### src/hdl/pft_pkg.sv
// shared types and codes for the priority flood trapped water block
`timescale 1ns / 1ps
package pft_pkg;

    // configuration register indexes
    localparam logic REG_NUM_ROWS = 1'b0;
    localparam logic REG_NUM_COLS = 1'b1;

    localparam logic [6:0] DIM_RESET = 7'd64;

    // neighbor directions
    localparam logic [1:0] DIR_UP    = 2'd0;
    localparam logic [1:0] DIR_DOWN  = 2'd1;
    localparam logic [1:0] DIR_LEFT  = 2'd2;
    localparam logic [1:0] DIR_RIGHT = 2'd3;

    typedef enum logic [4:0] {
        CMD_NONE,
        CMD_LOAD,
        CMD_CLR,
        CMD_SEED_RD,
        CMD_SEED_PUSH,
        CMD_SEED_NX,
        CMD_PU_BEGIN,
        CMD_PU_RD,
        CMD_PU_MOVE,
        CMD_PU_WR,
        CMD_PO_RD,
        CMD_PO_LAT,
        CMD_PO_RD2,
        CMD_PO_MOVE,
        CMD_PO_WR,
        CMD_NB_BASE,
        CMD_NB_RD,
        CMD_NB_VISIT,
        CMD_NB_NX,
        CMD_OUT
    } cmd_t;

    typedef struct packed {
        logic clr_last;
        logic seed_last;
        logic heap_full;
        logic heap_empty;
        logic pu_root;
        logic pu_stop;
        logic po_leaf;
        logic po_stop;
        logic dir_ok;
        logic dir_last;
        logic nb_visited;
    } stat_t;

endpackage

### src/hdl/pft_ctrl.sv
// controller: sequences loading, clearing, seeding, heap push/pop and neighbor visits
`timescale 1ns / 1ps
module pft_ctrl (
    input  logic           aclk,
    input  logic           aresetn,
    input  logic           s_valid,
    input  logic           s_last,
    output logic           s_ready,
    output logic           m_valid,
    input  logic           m_ready,
    input  pft_pkg::stat_t stat,
    output pft_pkg::cmd_t  cmd
);
    import pft_pkg::*;

    typedef enum logic [18:0] {
        S_IDLE     = 19'b0000000000000000001,
        S_CLR      = 19'b0000000000000000010,
        S_SEED_RD  = 19'b0000000000000000100,
        S_SEED_PU  = 19'b0000000000000001000,
        S_PU_BEGIN = 19'b0000000000000010000,
        S_PU_TEST  = 19'b0000000000000100000,
        S_PU_CMP   = 19'b0000000000001000000,
        S_PU_WR    = 19'b0000000000010000000,
        S_SEED_NX  = 19'b0000000000100000000,
        S_PO_RD    = 19'b0000000001000000000,
        S_PO_LAT   = 19'b0000000010000000000,
        S_PO_TEST  = 19'b0000000100000000000,
        S_PO_CMP   = 19'b0000001000000000000,
        S_PO_WR    = 19'b0000010000000000000,
        S_NB_BASE  = 19'b0000100000000000000,
        S_NB_SEL   = 19'b0001000000000000000,
        S_NB_CHK   = 19'b0010000000000000000,
        S_NB_NX    = 19'b0100000000000000000,
        S_DONE     = 19'b1000000000000000000
    } state_t;

    state_t state_reg, state_next;
    logic   ret_seed_reg, ret_seed_next;
    logic   m_valid_reg, m_valid_next;

    assign s_ready = state_reg == S_IDLE;
    assign m_valid = m_valid_reg;

    always_comb begin
        state_next    = state_reg;
        ret_seed_next = ret_seed_reg;
        m_valid_next  = m_valid_reg && !m_ready;
        cmd           = CMD_NONE;
        unique case (state_reg)
            S_IDLE: begin
                if (s_valid) begin
                    cmd = CMD_LOAD;
                    if (s_last) state_next = S_CLR;
                end
            end
            S_CLR: begin
                cmd = CMD_CLR;
                if (stat.clr_last) state_next = S_SEED_RD;
            end
            S_SEED_RD: begin
                cmd        = CMD_SEED_RD;
                state_next = S_SEED_PU;
            end
            S_SEED_PU: begin
                cmd           = CMD_SEED_PUSH;
                ret_seed_next = 1'b1;
                state_next    = S_PU_BEGIN;
            end
            S_PU_BEGIN: begin
                if (stat.heap_full) begin
                    state_next = ret_seed_reg ? S_SEED_NX : S_NB_NX;
                end else begin
                    cmd        = CMD_PU_BEGIN;
                    state_next = S_PU_TEST;
                end
            end
            S_PU_TEST: begin
                if (stat.pu_root) begin
                    state_next = S_PU_WR;
                end else begin
                    cmd        = CMD_PU_RD;
                    state_next = S_PU_CMP;
                end
            end
            S_PU_CMP: begin
                if (stat.pu_stop) begin
                    state_next = S_PU_WR;
                end else begin
                    cmd        = CMD_PU_MOVE;
                    state_next = S_PU_TEST;
                end
            end
            S_PU_WR: begin
                cmd        = CMD_PU_WR;
                state_next = ret_seed_reg ? S_SEED_NX : S_NB_NX;
            end
            S_SEED_NX: begin
                cmd        = CMD_SEED_NX;
                state_next = stat.seed_last ? S_PO_RD : S_SEED_RD;
            end
            S_PO_RD: begin
                cmd        = CMD_PO_RD;
                state_next = S_PO_LAT;
            end
            S_PO_LAT: begin
                cmd        = CMD_PO_LAT;
                state_next = S_PO_TEST;
            end
            S_PO_TEST: begin
                if (stat.po_leaf) begin
                    state_next = S_PO_WR;
                end else begin
                    cmd        = CMD_PO_RD2;
                    state_next = S_PO_CMP;
                end
            end
            S_PO_CMP: begin
                if (stat.po_stop) begin
                    state_next = S_PO_WR;
                end else begin
                    cmd        = CMD_PO_MOVE;
                    state_next = S_PO_TEST;
                end
            end
            S_PO_WR: begin
                if (!stat.heap_empty) cmd = CMD_PO_WR;
                state_next = S_NB_BASE;
            end
            S_NB_BASE: begin
                cmd        = CMD_NB_BASE;
                state_next = S_NB_SEL;
            end
            S_NB_SEL: begin
                if (stat.dir_ok) begin
                    cmd        = CMD_NB_RD;
                    state_next = S_NB_CHK;
                end else begin
                    state_next = S_NB_NX;
                end
            end
            S_NB_CHK: begin
                if (stat.nb_visited) begin
                    state_next = S_NB_NX;
                end else begin
                    cmd           = CMD_NB_VISIT;
                    ret_seed_next = 1'b0;
                    state_next    = S_PU_BEGIN;
                end
            end
            S_NB_NX: begin
                cmd = CMD_NB_NX;
                if (!stat.dir_last) state_next = S_NB_SEL;
                else if (stat.heap_empty) state_next = S_DONE;
                else state_next = S_PO_RD;
            end
            S_DONE: begin
                if (!m_valid_reg || m_ready) begin
                    cmd          = CMD_OUT;
                    m_valid_next = 1'b1;
                    state_next   = S_IDLE;
                end
            end
            default: state_next = S_IDLE;
        endcase
    end

    always_ff @(posedge aclk) begin
        if (!aresetn) begin
            state_reg    <= S_IDLE;
            ret_seed_reg <= 1'b0;
            m_valid_reg  <= 1'b0;
        end else begin
            state_reg    <= state_next;
            ret_seed_reg <= ret_seed_next;
            m_valid_reg  <= m_valid_next;
        end
    end

endmodule

### config.mk
export PLATFORM = sky130hd
export DESIGN_NAME = pft_ctrl
export DESIGN_NICKNAME = d
export VERILOG_FILES = /design/src/hdl/pft_pkg.sv /design/src/hdl/pft_ctrl.sv
export SDC_FILE = /design/constraint.sdc
export NUM_CORES = 1
export LEC_CHECK = 0
export BUFFER_PORTS_ARGS = -buffer_cell sky130_fd_sc_hd__buf_2
export CORE_AREA = 4 4 77 79
export CTS_CLUSTER_SIZE = 20
export DETAILED_ROUTE_END_ITERATION = 12
export DIE_AREA = 0 0 81 83
export PLACE_DENSITY = 0.46
export SYNTH_ARGS = -nofsm -noshare
export SYNTH_HDL_FRONTEND = slang
export SYNTH_SLANG_ARGS = --single-unit
### constraint.sdc
create_clock -name aclk -period 2 [get_ports aclk]
set_clock_uncertainty 0.1 [all_clocks]
set_input_delay 0.2 -clock aclk [delete_from_list [all_inputs] [get_ports aclk]]
set_output_delay 0.2 -clock aclk [all_outputs]
set_load 0.05 [all_outputs]
# After elaboration in Yosys (flattened, before gate mapping)
# Cells that the tools add are included.
# word_totals
register_bits	21
latch_bits	0
mem_bits_rw	0
rom_bits	0
out_inout_bits	7
word_cells	65
memories	0
# op_classes
add_sub_neg	0
multipliers	0
div	0
order_cmp	0
eq_ne	24
shifts	0
n_mux	31
n_bitwise	0
n_reduce_logical	7
# op_table
op	n
$pmux 19 s19	1
$mux 19	6
$pmux 5 s19	1
$mux 18	4
$mux 14	2
$eq 19x1->1 const B	1
$eq 19x10->1 const B	1
$eq 19x11->1 const B	1
$eq 19x12->1 const B	1
$eq 19x13->1 const B	1
$eq 19x14->1 const B	1
$eq 19x15->1 const B	1
$eq 19x16->1 const B	1
$eq 19x17->1 const B	1
$eq 19x18->1 const B	1
$eq 19x19->1 const B	1
$eq 19x2->1 const B	1
$eq 19x3->1 const B	1
$eq 19x4->1 const B	1
$eq 19x5->1 const B	1
$eq 19x6->1 const B	1
$eq 19x7->1 const B	1
$eq 19x8->1 const B	1
$eq 19x9->1 const B	1
14 further kinds	29

# Longest topological paths before layout
# Gate-level depths: netlist of run 1.
# logic_depth
depth_word	4
ltp_mapped	7
ltp_nobuf	5

# Worst setup path before layout of run 1
# No wires, ideal clock.
# synth_timing
kind	reg2out
from	register state_reg[17]
to	output port cmd[3]
arrival_time_ns	3.164
required_time_ns	1.700
path_slack_ns	-1.464
path_stages_with_launch	6
path_buffers	1
path_cell_list	dfxtp_1 -> buf_2 -> nor3_1 -> nand4_1 -> or2_1 -> o311ai_0
# synth_via
elab_chain_cells	2
# synth_rtl
element	line_no	source
start: declaration	pft_ctrl.sv:38	state_t state_reg, state_next;
start signal: assignment	pft_ctrl.sv:174	state_reg <= state_next;
$eq 19x19->1, or another cell as far along	pft_ctrl.sv:50	unique case (state_reg)
$pmux 5 s19 *	pft_ctrl.sv:50	
end: declaration	pft_ctrl.sv:12	output pft_pkg::cmd_t cmd
# Mark *: on every way between the ends. The rest lies on a longest branch, timed or not.

# Final worst setup path of run 1
# layout_timing
from	register state_reg[12]
to	output port cmd[1]
# The elaborated chain is that of the path after synthesis.

==> impl_metrics.env, run 1 <==
export IMPL_critPathCaptureType="output port"
export IMPL_antennaDiodeCount=0
export IMPL_clk_path_buf_depth=2
export IMPL_share_of_synthesized_flip_flops_with_an_asynchronous_set_or_reset_pct=0
export IMPL_route_detailed_drc=0
export IMPL_route_final_wire_length_um=5640
export IMPL_grt_remaining_overflow=0
export IMPL_gp_congestion=0.863
export IMPL_postLayoutCoreUtil_pct=50.2
export IMPL_maxClockFrequency_ghz=0.404
export IMPL_leading_post_synthesis_cells_by_cell_area="dfxtp_1 29%, nor2_1 6.9%, nor4_4 5.8%, nand3b_1 4.6%, nor4_1 4.3%"
export IMPL_critical_path_start="state_reg[12]$_SDFFE_PN0P_"
export IMPL_finalPower_mw=1.43
export IMPL_route_vias_total=1795
export IMPL_synth_edff_count=0
export IMPL_synth_adder_area_share_pct=0
export IMPL_post_synthesis_compound_gate_area_fraction_pct=15.3
export IMPL_num_nets_final=292
export IMPL_crit_path_start_kind="register"
export IMPL_max_slew_worst_pin_slew_ns=0.521
export IMPL_class_of_the_tightest_hold_or_removal_check="in2reg"
export IMPL_synth_xor_area_share_pct=1.79
export IMPL_dp_final_hpwl_um=4060
export IMPL_die_w_um=81
export IMPL_netlist_cell_type_count=46
export IMPL_seq_area_frac_synth_pct=28.7
export IMPL_share_clk_of_total_power_pct=19.8
export IMPL_initial_core_util_pct=27.5
export IMPL_whs_ns=0.132
export IMPL_synthesis_area_um2=1470
export IMPL_yosys_warning_total=0
export IMPL_worst_r2r_startpoint="state_reg[3]$_SDFFE_PN0P_"
export IMPL_critical_path_arrival_ns=2.18
export IMPL_syn_inst=177
export IMPL_finalMaxSlewViolations=0
export IMPL_worst_ir_drop_vdd_mv=0.293
export IMPL_pre_cts_ws_ns=-0.379
export IMPL_grt_pass1_wl_um=9120
export IMPL_violated_checks="negative setup slack"
export IMPL_run_status="complete, but fails checks"
export IMPL_io_buffer_count=22
export IMPL_share_of_power_burned_in_combinational_logic_pct=49.5
export IMPL_cell_internal_pwr_mw=0.919
export IMPL_busiest_layer="met2"
export IMPL_static_leak_nw=1.07
export IMPL_synth_nets=193
export IMPL_route_antenna_remaining_nets=0
export IMPL_main_combinational_cell_family_by_area_after_synthesis="simple AND/OR/NAND/NOR gates"
export IMPL_gr_usage_met2_pct=28.2
export IMPL_drt_first_pass_iters=4
export IMPL_largest_register_ff_count=19
export IMPL_num_rows=27
export IMPL_most_frequent_cells_in_the_layout="64 x buf_4, 24 x nor2_1, 16 x buf_2, 16 x buf_6, 14 x dfxtp_1"
export IMPL_initial_antenna_violation_count=0
export IMPL_layout_commonest_cell="buf_4"
export IMPL_final_hold_violation_count=0
export IMPL_grt_pass1_vias=1886
export IMPL_finalCriticalPeriod_ns=2.48
export IMPL_setup_repair_after_global_routing_missed_its_margin="true"
export IMPL_cts_sinks=21
export IMPL_path_max_fanout=4
export IMPL_worst_ep_required_time_ns=1.70
export IMPL_die_height_um=83
export IMPL_timing_max_slew_rel_slack_pct=65.0
export IMPL_yosys_area_top_type="dfxtp_1"
export IMPL_timing_critical_path_to="cmd[1]"
export IMPL_worst_skew_pair_late_latency_ns=0.26
export IMPL_layout_area_overhead_vs_synth_pct=82.6
export IMPL_worst_r2r_setup_slack_ns=-0.38
export IMPL_avgSynthCellArea_um2=8.28
export IMPL_seq_power_share_pct=30.8
export IMPL_vias_per_cell=5.17
export IMPL_worst_r2r_cell_count=9
export IMPL_num_io_pins=23
export IMPL_clock_tree_root_buffer_cell="clkbuf_8"
export IMPL_synthesis_stage_register_bit_count=21
export IMPL_cts_buffers_inserted=3
export IMPL_setup_ws_ns=-0.477
export IMPL_power_density_cell_area_nw_per_um2=535
export IMPL_worst_setup_path_type="reg2out"
export IMPL_grt_util_met3_pct=1.84
export IMPL_grt_use_total_pct=17.4
export IMPL_drt_initial_drc_count=72
export IMPL_worst_r2r_endpoint="state_reg[0]$_SDFFE_PN1P_"
export IMPL_htree_depth=1
export IMPL_synth_simple_area_share_pct=50.9
export IMPL_post_route_period_util_pct=124
export IMPL_fp_coreArea_um2=5340
export IMPL_synth_mux_area_share_pct=0
export IMPL_switching_share_pct=35.8
export IMPL_drive_above_1_share_pct=57.1
export IMPL_clock_tree_from_tritoncts="built"
export IMPL_cts_reportedPaths_clkPinSlew_ns=0.07
export IMPL_yosys_area_top_type_share_pct=28.7
export IMPL_wire_per_inst_um=16.3
export IMPL_setup_viol=24
export IMPL_ys_flop_type="dfxtp_1"
export IMPL_net_switching_power_mw=0.513
export IMPL_cap_violations=0
export IMPL_die_area_um2=6720
export IMPL_grt_max_degree=13
export IMPL_met1_usage_pct=23.3
==> layer usage <==
| metal | share of wire (%) | wire length, um |
|---|---|---|
| met1 | 47 | 2640 |
| met3 | 2.4 | 137 |
| met2 | 48 | 2710 |
| met5 | 0 | 0 |
| met4 | 2.9 | 165 |
==> per-stage QoR <==
stage	setup TNS, ns	cell area (um2)	cells
after floorplan	-1.24	1520	177
after global placement	-4.51	2160	327
after detailed placement	-4.62	2160	327
after CTS	-5.58	2580	343
after global routing	-9.41	2680	347
final	-7.63	2680	347
==> final cells by class <==
class                   count  area, um2
clock buffers               4       45.0
fillers                   542       2660
inverters                   6       22.5
multi-input cells         146       1310
flip-flops and latches     21        432
well taps                  72       90.1
repair buffers             98        776
==> synth_stat cells (2+ instances only) <==
master,instances
clkbuf_1,3
nand4b_1,3
inv_1,6
nor4_1,10
or4_1,4
xor2_1,2
nand2b_1,4
a2111oi_0,2
nor4_4,4
o2111a_1,2
a32oi_1,2
o21ai_0,3
or3_1,3
and3_1,2
nor3b_1,4
nand3b_1,9
nand2_1,9
o22ai_1,2
a21oi_1,7
nor3_1,8
dfxtp_1,21
or3b_2,2
nand4_1,5
nor2_1,27
nand3_1,5
nor4b_1,4
nor2b_1,5
==> how the worst min path moves through the flow <==
| stage | from | to | slack (ns) | cells after the start |
|---|---|---|---|---|
| global placement | ret_seed_reg$_SDFFE_PN0P_ | ret_seed_reg$_SDFFE_PN0P_ | 0.36 | 2 |
| floorplan | stat[2] | state_reg[16]$_SDFFE_PN0P_ | 0.24 | 2 |
| global route | aresetn | state_reg[8]$_SDFFE_PN0P_ | 0.12 | 2 |
| detailed placement | ret_seed_reg$_SDFFE_PN0P_ | ret_seed_reg$_SDFFE_PN0P_ | 0.37 | 2 |
| finish | aresetn | state_reg[8]$_SDFFE_PN0P_ | 0.13 | 2 |
| CTS | stat[0] | state_reg[17]$_SDFFE_PN0P_ | 0.12 | 3 |
==> power by group through the flow <==
stage	registers (mW)	logic (mW)	clock network (mW)
final	0.441	0.708	0.283
after global routing	0.442	0.746	0.316
after CTS	0.441	0.650	0.297
after detailed placement	0.452	0.486	0
after global placement	0.452	0.488	0
after floorplan	0.459	0.281	0
==> critical path: stages, from the launching register on <==
cell and delay, ns:
dfxtp_2 0.35, or4_4 0.55, or4_4 0.51, nor2_4 0.15, nor4b_2 0.07, nand4_1 0.11
buf_6 0.17
==> repair_timing <==
action	4_1_cts	5_1_grt
hold buffers	0	0
gates cloned	1	0
pin swaps	17	11
setup endpoints to repair	25	27
resized for setup	60	14
buffers inserted	11	5
==> logic make-up (layout without fill, tap and decap cells) <==
| logic type | Yosys count | count (layout) |
|---|---|---|
| flops | 21 | 21 |
| simple gates | 114 | 114 |
| compound gates | 28 | 29 |
| xor+xnor | 3 | 3 |
| buf+inv | 11 | 108 |
Note: power is estimated with default switching activity, not from simulation.
==> run 2: changes to the inputs <==
--- a/config.mk
+++ b/config.mk
@@ -11,6 +11,7 @@
 export DETAILED_ROUTE_END_ITERATION = 12
 export DIE_AREA = 0 0 81 83
 export PLACE_DENSITY = 0.46
+export SKIP_LAST_GASP = 1
 export SYNTH_ARGS = -nofsm -noshare
 export SYNTH_HDL_FRONTEND = slang
 export SYNTH_SLANG_ARGS = --single-unit
==> run 2 against run 1 <==
Effect of this change: the run still ends with negative setup slack left; largest cell class unchanged; clock power about the same; core utilization rose by 0.70 points; register-to-register slack about the same; non-clock buffer count increased by 2; first-iteration DRC count grew 68%; count of clock-buffer cells in the layout is the same.
==> impl_metrics.env, run 2 (same netlist as run 1, synthesis figures left out) <==
export IMPL_cp_common_cell="or4_4"
export IMPL_postLayoutCoreUtil_pct=50.9
export IMPL_htree_depth=1
export IMPL_clock_tree_from_tritoncts="built"
export IMPL_most_frequent_cells_in_the_layout="67 x buf_4, 24 x nor2_1, 16 x buf_2"
export IMPL_net_switching_power_mw=0.527
export IMPL_path_max_fanout=4
export IMPL_setup_repair_after_global_routing_missed_its_margin="true"
export IMPL_worst_ep_required_time_ns=1.70
export IMPL_route_vias_total=1835
export IMPL_finalCriticalPeriod_ns=2.47
export IMPL_finish_instance_area_um2=2720
export IMPL_dp_final_hpwl_um=4060
export IMPL_worst_setup_path_type="reg2out"
export IMPL_cp_slowest_cell="or4_4"
export IMPL_share_of_power_burned_in_combinational_logic_pct=50.3
export IMPL_timing_critical_path_cells="or4_4 > or4_4 > nor2_4 > nor4b_2 > nand4_1 > buf_6"
export IMPL_critPathCaptureType="output port"
export IMPL_register_area_um2=432
export IMPL_worst_skew_pair_late_latency_ns=0.26
export IMPL_fillerInstances=536
export IMPL_share_clk_of_total_power_pct=19.6
export IMPL_run_status="complete, but fails checks"
export IMPL_grt_max_degree=13
export IMPL_static_leak_nw=1.08
export IMPL_num_io_pins=23
export IMPL_cap_violations=0
export IMPL_worst_ir_drop_vdd_mv=0.313
export IMPL_grt_use_total_pct=17.1
export IMPL_crit_path_max_incr_delay_ns=0.57
export IMPL_drt_initial_drc_count=121
export IMPL_cell_count_post_placement=327
export IMPL_cts_buffers_inserted=3
export IMPL_largest_register_ff_count=19
export IMPL_pre_cts_ws_ns=-0.379
export IMPL_critical_path_arrival_ns=2.17
export IMPL_route_antenna_remaining_nets=0
export IMPL_drive_above_1_share_pct=57.4
export IMPL_placedInstanceArea_um2=2160
export IMPL_drt_first_pass_iters=4
export IMPL_power_density_cell_area_nw_per_um2=538
export IMPL_maxClockFrequency_ghz=0.404
export IMPL_cell_internal_pwr_mw=0.933
export IMPL_clk_path_buf_depth=2
export IMPL_antennaDiodeCount=0
export IMPL_max_slew_worst_pin_slew_ns=0.529
export IMPL_clock_tree_root_buffer_cell="clkbuf_8"
export IMPL_cts_reportedPaths_clkPinSlew_ns=0.08
export IMPL_grt_pass1_vias=1869
export IMPL_wire_per_inst_um=16.4
export IMPL_route_final_wire_length_um=5740
export IMPL_grt_remaining_overflow=0
export IMPL_setup_ws_ns=-0.475
export IMPL_fp_coreArea_um2=5340
export IMPL_class_of_the_tightest_hold_or_removal_check="in2reg"
export IMPL_initial_core_util_pct=27.5
export IMPL_cts_sinks=21
export IMPL_route_detailed_drc=0
export IMPL_post_route_period_util_pct=124
export IMPL_seq_power_share_pct=30.2
export IMPL_layout_area_overhead_vs_synth_pct=85.2
export IMPL_grt_pass1_wl_um=8990
export IMPL_crit_path_start_kind="register"
export IMPL_die_area_um2=6720
export IMPL_layout_commonest_cell="buf_4"
export IMPL_multi_input_logic_area_um2=1340
export IMPL_vias_per_cell=5.26
export IMPL_finalMaxSlewViolations=0
export IMPL_die_height_um=83
export IMPL_finalNonFillerCells=349
export IMPL_switching_share_pct=36.1
export IMPL_setup_viol=24
export IMPL_final_hold_violation_count=0
export IMPL_timing_max_slew_rel_slack_pct=64.5
export IMPL_num_rows=27
export IMPL_initial_antenna_violation_count=0
export IMPL_gp_congestion=0.863
export IMPL_io_buffer_count=22
export IMPL_violated_checks="negative setup slack"
export IMPL_num_nets_final=294
export IMPL_die_w_um=81
run 2: what timing repair did:
action,4_1_cts,5_1_grt
gates cloned,1,0
pin swaps,17,14
hold buffers,0,0
endpoints found under the setup margin,25,27
gates resized for setup,56,20
buffers inserted,11,7
run 2: through the flow:
step | hold WS, ns | power [mW] | setup TNS [ns]
final | 0.107 | 1.46 | -7.73
after CTS | 0.124 | 1.38 | -6.10
after detailed placement | 0.369 | 0.937 | -4.62
after floorplan | 0.243 | 0.741 | -1.24
after global placement | 0.364 | 0.939 | -4.51
after global routing | 0.102 | 1.53 | -9.41
run 2: final timing paths:
kind	start	end	cells after the start	slack, ns
worst max-delay path	state_reg[12]$_SDFFE_PN0P_	cmd[1]	6	-0.47
worst min-delay path	aresetn	state_reg[8]$_SDFFE_PN0P_	2	0.11
worst max register to register	state_reg[3]$_SDFFE_PN0P_	state_reg[0]$_SDFFE_PN1P_	9	-0.38
worst min register to register	ret_seed_reg$_SDFFE_PN0P_	ret_seed_reg$_SDFFE_PN0P_	2	0.40
run 2: final cells by class:
| cell class | instances | area share [%] |
|---|---|---|
| clock buffers | 4 | 1.66 |
| repair buffers | 100 | 29.0 |
| flip-flops and latches | 21 | 15.9 |
| inverters | 6 | 0.829 |
| multi-input cells | 146 | 49.3 |
| well taps | 72 | 3.32 |
run 2: per-layer routing:
metal / up-vias / share of wire [%] / track usage, %
met2: 54 / 48 / 28.3
met4: 0 / 2.3 / 5.68
met5: - / 0 / 0
li1: 889 / - / -
met1: 876 / 45 / 22.6
met3: 16 / 4.0 / 2.28
run 2: power by group through the flow:
stage	registers, mW	logic, mW	clock network (mW)
floorplan	0.459	0.281	0
global placement	0.452	0.488	0
global route	0.442	0.772	0.321
CTS	0.441	0.638	0.297
finish	0.441	0.734	0.286
detailed placement	0.452	0.486	0
run 2: critical path: cells and delay by family (launching register included):
kind | cells | cell delay (ns)
simple gates | 5 | 1.39
flops | 1 | 0.35
buf+inv | 1 | 0.17
